[src/hdl/ifd_pkg.sv]
// Shared types and constants for the IMU frame deframer.
package ifd_pkg;

  localparam int FRAME_LEN  = 42;
  localparam int HOLD_LEN   = FRAME_LEN - 1;
  localparam int WORD_COUNT = 10;
  localparam int FILL_W     = 6;

  localparam logic [FILL_W-1:0] HOLD_COUNT = FILL_W'(HOLD_LEN);

  localparam logic [7:0] REG_SYNC_HEADER  = 8'd0;
  localparam logic [7:0] REG_SYNC_TRAILER = 8'd1;

  localparam logic [7:0] SYNC_HEADER_RESET  = 8'h80;
  localparam logic [7:0] SYNC_TRAILER_RESET = 8'h40;

  typedef logic [HOLD_LEN-1:0][7:0] window_t;
  typedef logic [WORD_COUNT-1:0][31:0] words_t;

  // Handshake summary from the window to the result register.
  typedef struct packed {
    logic take;
    logic hit;
  } win_ctrl_t;

endpackage

[src/hdl/imu_frame_deframer.sv]
// Top level of the IMU frame deframer: config registers, window and result.
//
//   channel  direction  handshake              payload
//   in       receive    in_valid / in_stall    rx_byte
//   out      send       out_valid / out_stall  accel_xyz, rate_xyz, quat_xyzw
//   cfg      receive    cfg_valid / cfg_ready  cfg_index, cfg_data
//
// One byte is taken every cycle; a frame appears on the output the cycle after
// its trailer byte is taken. Reset empties the window and restores the sync
// values. While a finished frame waits, bytes that do not complete a frame are
// still taken; only a byte that would complete the next frame is stalled.
// Configuration writes are always ready and take effect on the next cycle.
module imu_frame_deframer (
  input  logic               clk,
  input  logic               rst,
  input  logic               in_valid,
  output logic               in_stall,
  input  logic [7:0]         rx_byte,
  output logic               out_valid,
  input  logic               out_stall,
  output logic signed [31:0] accel_x,
  output logic signed [31:0] accel_y,
  output logic signed [31:0] accel_z,
  output logic signed [31:0] rate_x,
  output logic signed [31:0] rate_y,
  output logic signed [31:0] rate_z,
  output logic signed [31:0] quat_x,
  output logic signed [31:0] quat_y,
  output logic signed [31:0] quat_z,
  output logic signed [31:0] quat_w,
  input  logic               cfg_valid,
  output logic               cfg_ready,
  input  logic [7:0]         cfg_index,
  input  logic [7:0]         cfg_data
);

  logic [7:0]          sync_header;
  logic [7:0]          sync_trailer;
  logic                hit;
  ifd_pkg::words_t     words;
  ifd_pkg::words_t     out_words;
  ifd_pkg::win_ctrl_t  ctrl;

  assign cfg_ready = 1'b1;

  always_ff @(posedge clk) begin
    if (rst) begin
      sync_header  <= ifd_pkg::SYNC_HEADER_RESET;
      sync_trailer <= ifd_pkg::SYNC_TRAILER_RESET;
    end else if (cfg_valid && cfg_ready) begin
      case (cfg_index)
        ifd_pkg::REG_SYNC_HEADER:  sync_header  <= cfg_data;
        ifd_pkg::REG_SYNC_TRAILER: sync_trailer <= cfg_data;
        default: ;
      endcase
    end
  end

  // Only a completing byte has to wait for the result register.
  assign in_stall  = hit && out_valid && out_stall;
  assign ctrl.take = in_valid && !in_stall;
  assign ctrl.hit  = hit;

  ifd_window u_window (
    .clk          (clk),
    .rst          (rst),
    .take         (ctrl.take),
    .rx_byte      (rx_byte),
    .sync_header  (sync_header),
    .sync_trailer (sync_trailer),
    .hit          (hit),
    .words        (words)
  );

  ifd_result u_result (
    .clk       (clk),
    .rst       (rst),
    .ctrl      (ctrl),
    .words     (words),
    .out_stall (out_stall),
    .out_valid (out_valid),
    .out_words (out_words)
  );

  assign accel_x = $signed(out_words[0]);
  assign accel_y = $signed(out_words[1]);
  assign accel_z = $signed(out_words[2]);
  assign rate_x  = $signed(out_words[3]);
  assign rate_y  = $signed(out_words[4]);
  assign rate_z  = $signed(out_words[5]);
  assign quat_x  = $signed(out_words[6]);
  assign quat_y  = $signed(out_words[7]);
  assign quat_z  = $signed(out_words[8]);
  assign quat_w  = $signed(out_words[9]);

endmodule

[src/hdl/ifd_window.sv]
// Byte window shift register, fill count and frame sync match.
module ifd_window (
  input  logic                clk,
  input  logic                rst,
  input  logic                take,
  input  logic [7:0]          rx_byte,
  input  logic [7:0]          sync_header,
  input  logic [7:0]          sync_trailer,
  output logic                hit,
  output ifd_pkg::words_t     words
);

  ifd_pkg::window_t                 window;
  logic [ifd_pkg::FILL_W-1:0]       fill_count;
  logic [ifd_pkg::FILL_W-1:0]       fill_count_next;

  // The window holds the 41 bytes before the incoming one, newest at the top.
  // With the incoming byte appended it forms the full 42-byte frame.
  assign hit = (fill_count == ifd_pkg::HOLD_COUNT) &&
               (window[0] == sync_header) && (rx_byte == sync_trailer);

  always_comb begin
    for (int k = 0; k < ifd_pkg::WORD_COUNT; k++) begin
      words[k] = {window[4*k+4], window[4*k+3], window[4*k+2], window[4*k+1]};
    end
  end

  always_comb begin
    fill_count_next = fill_count;
    if (take) begin
      if (hit) begin
        fill_count_next = '0;
      end else if (fill_count != ifd_pkg::HOLD_COUNT) begin
        fill_count_next = fill_count + 1'b1;
      end
    end
  end

  always_ff @(posedge clk) begin
    if (rst) begin
      fill_count <= '0;
    end else begin
      fill_count <= fill_count_next;
    end
  end

  // Stale bytes below the fill level are never looked at, so the shift runs freely.
  always_ff @(posedge clk) begin
    if (take) begin
      window <= {rx_byte, window[ifd_pkg::HOLD_LEN-1:1]};
    end
  end

  a_fill_bound: assert property (@(posedge clk) disable iff (rst)
    fill_count <= ifd_pkg::HOLD_COUNT)
    else $error("fill count above window depth");

  a_hit_clears: assert property (@(posedge clk) disable iff (rst)
    take && hit |=> fill_count == '0)
    else $error("window not emptied after a frame");

  a_fill_grows: assert property (@(posedge clk) disable iff (rst)
    take && !hit && fill_count != ifd_pkg::HOLD_COUNT |=>
      fill_count == $past(fill_count) + 1'b1)
    else $error("fill count did not advance");

endmodule

[src/hdl/ifd_result.sv]
// Result register holding one decoded frame until it is taken.
module ifd_result (
  input  logic                   clk,
  input  logic                   rst,
  input  ifd_pkg::win_ctrl_t     ctrl,
  input  ifd_pkg::words_t        words,
  input  logic                   out_stall,
  output logic                   out_valid,
  output ifd_pkg::words_t        out_words
);

  logic load;

  assign load = ctrl.take && ctrl.hit;

  always_ff @(posedge clk) begin
    if (rst) begin
      out_valid <= 1'b0;
    end else if (load) begin
      out_valid <= 1'b1;
    end else if (!out_stall) begin
      out_valid <= 1'b0;
    end
  end

  always_ff @(posedge clk) begin
    if (load) begin
      out_words <= words;
    end
  end

  a_no_overwrite: assert property (@(posedge clk) disable iff (rst)
    load |-> !(out_valid && out_stall))
    else $error("pending frame overwritten");

  a_hold_pending: assert property (@(posedge clk) disable iff (rst)
    out_valid && out_stall |=> out_valid && $stable(out_words))
    else $error("pending frame lost while stalled");

endmodule
[config.mk]
export PLATFORM = sky130hd
export DESIGN_NAME = imu_frame_deframer
export DESIGN_NICKNAME = d
export VERILOG_FILES = /design/src/hdl/ifd_pkg.sv /design/src/hdl/imu_frame_deframer.sv /design/src/hdl/ifd_window.sv /design/src/hdl/ifd_result.sv
export SDC_FILE = /design/constraint.sdc
export NUM_CORES = 1
export LEC_CHECK = 0
export ABC_AREA = 1
export BUFFER_PORTS_ARGS = -buffer_cell sky130_fd_sc_hd__buf_4
export CAP_MARGIN = 0
export CELL_PAD_IN_SITES_DETAIL_PLACEMENT = 0
export CELL_PAD_IN_SITES_GLOBAL_PLACEMENT = 1
export CORE_ASPECT_RATIO = 0.7
export CORE_MARGIN = 4
export CORE_UTILIZATION = 48
export CTS_BUF_LIST = sky130_fd_sc_hd__clkbuf_16
export DETAILED_ROUTE_END_ITERATION = 12
export PLACE_DENSITY = 0.85
export SLEW_MARGIN = 40
export SYNTH_ARGS = -nofsm -noshare
export SYNTH_HDL_FRONTEND = slang
export SYNTH_HIERARCHICAL = 1
export SYNTH_SLANG_ARGS = --single-unit
[constraint.sdc]
create_clock -name clk -period 19.36 [get_ports clk]
set_input_delay 2.904 -clock clk [delete_from_list [all_inputs] [get_ports clk]]
set_output_delay 2.904 -clock clk [all_outputs]
set_load 0.005 [all_outputs]
Word level (Yosys, flattened, before mapping)
Cells that the tools add are included.
- add/sub/neg operators: 1
- $mul: 0
- div/mod/pow operators: 0
- magnitude comparators: 0
- equality and inequality tests: 6
- shift-type cells: 0
- mux-type cells: 4
- bitwise logic cells: 0
- reductions and logical operators: 12
- operators by type and width (cell ; count):
    $eq A8 B8 Y1 ; 2
    $mux W6 ; 2
    $eq A8 B1 Y1 const B ; 1
    $logic_not A8 Y1 ; 1
    $add A6 B1 Y6 const B ; 1
    $eq A6 B6 Y1 const B ; 1
    $logic_and A1 B1 Y1 ; 6
    $ne A6 B6 Y1 const B ; 1
    $reduce_and A2 Y1 ; 3
    $mux W1 ; 2
    $ne A2 B1 Y1 const B ; 1
    $reduce_bool A2 Y1 ; 1
    $logic_not A1 Y1 ; 1
- flip-flop bits (word level): 671
- bits in latches: 0
- bits in writable memories: 0
- memory bits (read-only): 0
- input port bits: 29
- output and inout port bits: 323
- word-level logic and storage cells: 78
- memories: 0

Logic depth before layout (Yosys ltp)
Gate-level depths: netlist of the first run.
- depth in word-level cells: 9
- gate-level depth with buffers: 16
- mapped depth without buffers: 15

Hierarchy
The synthesis of the first run kept the hierarchy.
- modules (own cells, without submodules) (module ; instances ; cells each ; area an instance (µm²) ; seq. area each (µm²)):
    ifd_window ; 1 ; 835 ; 13198.9 ; 9969.6
    ifd_result ; 1 ; 325 ; 9649.3 ; 9629.2
    imu_frame_deframer ; 1 ; 114 ; 795.8 ; 320.3

Worst setup path before layout of the first run
Ideal clock, no wire load.
- path type: in2reg
- start point: input rx_byte[6]
- end point: register u_result/out_words[0] (netlist name) (enable)
- setup time: 0.650 ns
- arrival: 16.894 ns
- required time: 18.710 ns
- path slack: 1.816 ns
- stages on the path: 13
- path buffers: 0
- cell sequence: inv_1 nand2_1 nand2_1 nor2_1 nand2_1 nor2_1 nand3_1 inv_1 inv_1 o31ai_1 inv_1 nand2_1 inv_1
- RTL lines (item ; line ; RTL):
    start: declaration ; imu_frame_deframer.sv:18 ; input logic [7:0] rx_byte,
    end signal: assignment ; ifd_result.sv:28 ; out_words <= words;
    end: declaration ; ifd_result.sv:9 ; output ifd_pkg::words_t out_words

==> flow_summary.ini, run 1 <==
[outcome]
status = complete, no violations

[timing]
max_slew_margin_pct = 46.7
final.min_clock_period_ps = 7000
drv_slew = 0
hold_viol = 0
fin_setup_tns_ps = 0
setup_viol = 0
rsz0062_at_grt = no
worst_pin_slew_ps = 799
max_freq_mhz = 143
skew_ps = 16.1
fin_crit_sh_pct = 36.2

[route]
routed-via-count = 9553
dr.first_iter.drc_count = 840
ant_nets = 0
via_per_inst = 4.64
drc = 0
drt_wl_total_um = 39500
wire_per_inst_um = 19.2
first_pass_iters = 5

[pwr]
peakVddDrop_uv = 77.6
clockPowerShare_pct = 40.2
comb_power_share_pct = 1.2
p_sw_mw = 0.534
leakage_nw = 9.68
swShare_pct = 18.8
powerDensity_nw_per_um2 = 107
power_frac_seq_pct = 58.6
internal-power_mw = 2.30

[die]
io_pins = 352
die_x_um = 273
initial_utilization_pct = 49.0
rows = 67
die_h_um = 194
coreArea_sq_um = 48300
die_area_sq_um = 52900

[worst_hold_path]
whs_path_depth = 0
hp-class = reg2reg
min_to = u_window/words[285]
hp-start = u_window/words[293]

[synthesis]
syn-num-nets = 1305
synthArstFlopShare_pct = 0
ys_types = 32
synth-edff-count = 648
synth_warnings = 6
synth_seq_area_share_pct = 84.2
synth.top_cells.by_count = edfxtp_1 (648), buf_4 (321), nand2_1 (98)
synth_area_sq_um = 23600
yosysTopAreaCell = edfxtp_1
synth.most_common_cell = edfxtp_1
ys_seq_elements = 671
synth_area_leaders = edfxtp_1 (82%), buf_4 (10%), dfxtp_1 (1.9%)
synth.avg_cell_area_sq_um = 18.6
synth_top_area_share_pct = 82.3
synth_flop_cell = edfxtp_1
synthCells = 1274

[placed_design]
dpl.hpwl_um = 25500
portBuffers = 350
gp_congestion = 0.786
numPlacedInstances = 1957

[finish]
utilization_pct = 55.2
final_cell_count_no_fill = 2061
fill_cells = 3677
area_growth_pct = 12.6
drive_above_1_share_pct = 32.9
nets = 1393
antenna_cells = 0

[setup_path]
crit-reg2reg-launch = u_window/fill_count[1]
critPathKind = in2out
critPathCaptureType = output port
rrSetupSlack_ps = 15180
cp.arrival_ps = 4100
worstPathRequired_ps = 16460
ff2ff_path_depth = 15
r2r-end = u_result/out_words[223]
worstPathCellList = buf_4, inv_1, nand2_1, nand2_1, nand2_1, nor2_1, nand3_1, inv_1, inv_1, nor3_1, buf_4
setup.worst_path.start_class = input pin
cp_num_buf_inv = 5
cpLargestDelayFamily = simple AND/OR/NAND/NOR gates
path_max_fanout = 3
max_stage_delay_ps = 180
cp_slowest_cell = nor3_1

[global_routing]
overflow = 0
grt_pass1_vias = 9591
grt_use_total_pct = 14.6
grt_antenna_before_repair = 2
grt_pass1_wl_um = 59900
grt_max_degree = 107

[cts]
postCtsSetupBuffers = 0
worstSkewPairLatency_ps = 580
numCtsBuffers = 57
clockRootBuffer = clkbuf_16
path_clk_slew_ps = 60
cts_resized = 0
cts_hold_buf = 0
clock_sinks = 671
htree_levels = 2
cts_buffer_depth = 3
cts_tree = done

[job]
maxCapViolations = 0
## per-layer routing
layer | routed length, um | global-route usage, %
met5 | 0 | 0
met4 | 790 | 3.64
met2 | 17700 | 21.8
met1 | 16700 | 20.3
met3 | 4290 | 6.09
## cell families (layout without fill, tap and decap cells)
kind of cell | count (synthesis) | in the layout | synth area share (%)
flip-flops | 671 | 671 | 84.2
XOR/XNOR | 10 | 10 | 0.370
AO/OA/AOI/OAI | 19 | 19 | 0.524
AND/OR/NAND/NOR | 185 | 185 | 3.39
buffers and inverters | 386 | 518 | 11.3
other | 1 | 1 | 0.0159
adder cells (fa/ha/maj) | 2 | 2 | 0.106
## cells in the final DEF (no fill, tap or decap), types with 2 or more instances in the layout
cell        instances
xor2_1              4
buf_4             352
a21oi_1            15
clkinv_2            8
inv_8               2
nor2_4              2
nor2_2              4
inv_2               7
clkbuf_16          57
clkinvlp_4          3
ha_1                2
buf_6               2
edfxtp_1          648
nand3_1            27
nand2_2             3
xnor2_1             6
nand2_1            98
dfxtp_1            23
nor2_1             46
inv_6               4
inv_1              57
clkinv_1           14
bufinv_16           9
buf_16              2
## stage by stage
stage,area [sq um],power [mW],setup WS [ps],hold slack [ps]
after detailed placement,24700,1.73,12210,429
after global placement,24700,1.72,11820,426
after global routing,26600,2.95,12150,454
after floorplan,23600,1.76,1820,428
final,26600,2.84,12360,435
after CTS,26600,2.87,12350,437
## state kept, by name (all words and copies together), names as in the netlist
register,flops
u_result/out_words,320
u_window/words,320
sync_header,8
sync_trailer,8
u_window/window,8
u_window/fill_count,6
u_result/out_valid,1
## cell type report
type / count / area, sq um / area share [%]
Sequential cell: 671 / 19900 / 74.8
Clock inverter: 46 / 449 / 1.69
Inverter: 58 / 234 / 0.879
Tap cell: 655 / 820 / 3.08
Clock buffer: 57 / 1430 / 5.36
Multi-Input combinational cell: 217 / 1040 / 3.91
Timing Repair Buffer: 357 / 2740 / 10.3
## worst max-delay path by stage
stage / from / to / slack [ps] / cells past startpoint
floorplan: rx_byte[6] / u_result/out_words[0] / 1820 / 13
global placement: rx_byte[6] / u_result/out_words[128] / 11820 / 16
detailed placement: rx_byte[1] / u_result/out_words[253] / 12210 / 14
CTS: rx_byte[0] / in_stall / 12350 / 11
global route: rx_byte[5] / in_stall / 12150 / 11
finish: rx_byte[0] / in_stall / 12360 / 11
## worst register-to-register path, stage by stage, from the launching register on
cell and delay [ps]:
dfxtp_1 350, inv_1 60, ha_1 180, nand2_1 70, clkinv_1 70, nand3_2 120, nor2_1 60, nand3_1 140
inv_1 80, inv_1 80, o31ai_1 150, inv_8 470, nand2_1 320, inv_8 260, buf_6 570, buf_6 760
## power by group through the flow
stage | clock [mW] | combinational, mW | sequential (mW)
2_1_floorplan | 0 | 0.0653 | 1.69
3_3_place_gp | 0 | 0.0330 | 1.69
3_5_place_dp | 0 | 0.0344 | 1.69
4_1_cts | 1.17 | 0.0342 | 1.66
5_1_grt | 1.25 | 0.0380 | 1.67
6_report | 1.14 | 0.0336 | 1.66
(Power assumes the default switching activity.)
==> run 2: changes to the inputs <==
==> constraint.sdc (replaced) <==
create_clock -name clk -period 6.6 [get_ports clk]
set_input_delay 0.99 -clock clk [delete_from_list [all_inputs] [get_ports clk]]
set_output_delay 0.99 -clock clk [all_outputs]
set_load 0.005 [all_outputs]
==> run 2 against run 1 <==
First-iteration DRC count increased by 4.6%. Sequential power increased to 2.9 times the previous value. Sequential share of layout area decreased by 0.38 points. Cell area increased by 0.52%. Die area unchanged. Utilization increased by 0.29 points. Sequential cell count unchanged. Worst setup slack got worse by 9400 ps. Clock skew decreased by 2.3 ps. Hold slack improved by 3.9 ps. Power increased to 2.9 times the previous value. Highest routed layer is now met5.
==> flow_summary.ini, run 2 (synthesized netlist as in run 1, its figures left out) <==
[timing]
max_slew_margin_pct = 54.5
skew_ps = 13.8
drv_slew = 0
rsz0062_at_grt = no
fin_crit_sh_pct = 55.7
timing.hold.ws_ps = 439
final.min_clock_period_ps = 3670
hold_viol = 0
worst_pin_slew_ps = 683
fin_setup_tns_ps = 0
max_freq_mhz = 272
setup_viol = 0

[die]
rows = 67
io_pins = 352
die_h_um = 194
initial_utilization_pct = 49.0
die_area_sq_um = 52900
die_x_um = 273
coreArea_sq_um = 48300

[cts]
numCtsBuffers = 58
cts_buffer_depth = 3
htree_levels = 2
path_clk_slew_ps = 70
cts_resized = 0
clockRootBuffer = clkbuf_16
worstSkewPairLatency_ps = 600
cts_hold_buf = 0
clock_sinks = 671
postCtsSetupBuffers = 0
cts_tree = done

[route]
dr.first_iter.drc_count = 879
first_pass_iters = 5
wire_per_inst_um = 19.3
via_per_inst = 4.66
ant_nets = 0
drc = 0
routed-via-count = 9651
highest_layer = met5
wl_met1_um = 16900
routed-wl-met2_um = 18300
route.met3.wl_um = 4120
drt_wl_total_um = 40000

[setup_path]
cp.arrival_ps = 3920
ff2ff_path_depth = 16
worstPathRequired_ps = 6850
critPathCaptureType = flip-flop
path_max_fanout = 114
critPathKind = reg2reg
setup.worst_path.start_class = flip-flop

[outcome]
status = complete, no violations

[pwr]
leakage_nw = 9.71
design_power_total_mw = 8.32
peakVddDrop_uv = 228
powerDensity_nw_per_um2 = 311

[finish]
utilization_pct = 55.4
area_growth_pct = 13.2
layout_commonest_cell = edfxtp_1
drive_above_1_share_pct = 34.0
final_cell_mix = edfxtp_1 (648), buf_4 (352), nand2_1 (98)
antenna_cells = 0
finalInstanceArea_sq_um = 26800
fill_cells = 3607
nets = 1398

[placed_design]
dpl.hpwl_um = 25700
post_dp_cell_area_sq_um = 24800
gp_congestion = 0.800
portBuffers = 350

[worst_hold_path]
whs_path_depth = 0
hp-class = reg2reg

[global_routing]
grt_pass1_vias = 9707
grt_max_degree = 159
grt_antenna_before_repair = 2
grt_pass1_wl_um = 59700
overflow = 0
grt_use_total_pct = 14.6

[job]
maxCapViolations = 0
==> run 2: changes by cell type in the layout (fill, tap and decap cells not counted), sizes merged <==
cell      before  now
clkinv        22   30
inv           70   66
bufinv         9    5
clkinvlp       3    5
clkbuf        57   59
buf          357  361
==> run 2: through the flow <==
stage / setup slack [ps] / cells
2_1_floorplan: -5630 / 1274
3_3_place_gp: 2340 / 1958
3_5_place_dp: 2490 / 1961
4_1_cts: 3000 / 2068
5_1_grt: 2650 / 2069
6_report: 2930 / 2069
==> run 2: final timing paths <==
path                                             to                 from  slack, ps
worst max-delay path            u_window/words[104]   u_window/window[5]       2930
worst min-delay path            u_window/words[273]  u_window/words[281]        440
worst max register to register  u_window/words[104]   u_window/window[5]       2930
worst min register to register  u_window/words[273]  u_window/words[281]        440
==> run 2: report_power, final <==
part	internal, mW	leakage [nW]	switching [mW]
Combinational	0.0314	2.49	0.0732
Sequential	4.81	6.27	0.0712
Clock	1.85	0.953	1.50
Total	6.68	9.71	1.64
==> run 2: cell type report <==
class / instances / area (sq um) / share of cell area [%]
clock buffer: 59 / 1480 / 5.52
clock inverter: 48 / 425 / 1.59
inverter: 58 / 226 / 0.846
multi-input combinational: 217 / 1060 / 3.95
sequential: 671 / 19900 / 74.4
tap: 655 / 820 / 3.06
timing repair buffer: 361 / 2850 / 10.6
==> run 2: routing by layer <==
layer / vias to the layer above / global-route usage (%)
met2: 364 / 22.3
li1: 4397 / -
met4: 2 / 3.43
met3: 67 / 5.89
met5: - / 0
met1: 4821 / 20.0
==> run 2: worst max-delay path: stages, from the launching register on <==
cell and delay [ps]:
edfxtp_1 480, nand2_1 110, inv_1 40, nor2_1 200
nor2_1 80, nand2_1 60, nor2_1 50, nand3_1 130
inv_1 80, inv_2 80, o31ai_4 60, clkinvlp_4 90
buf_12 240, buf_16 430, buf_12 200, buf_16 300
buf_16 370
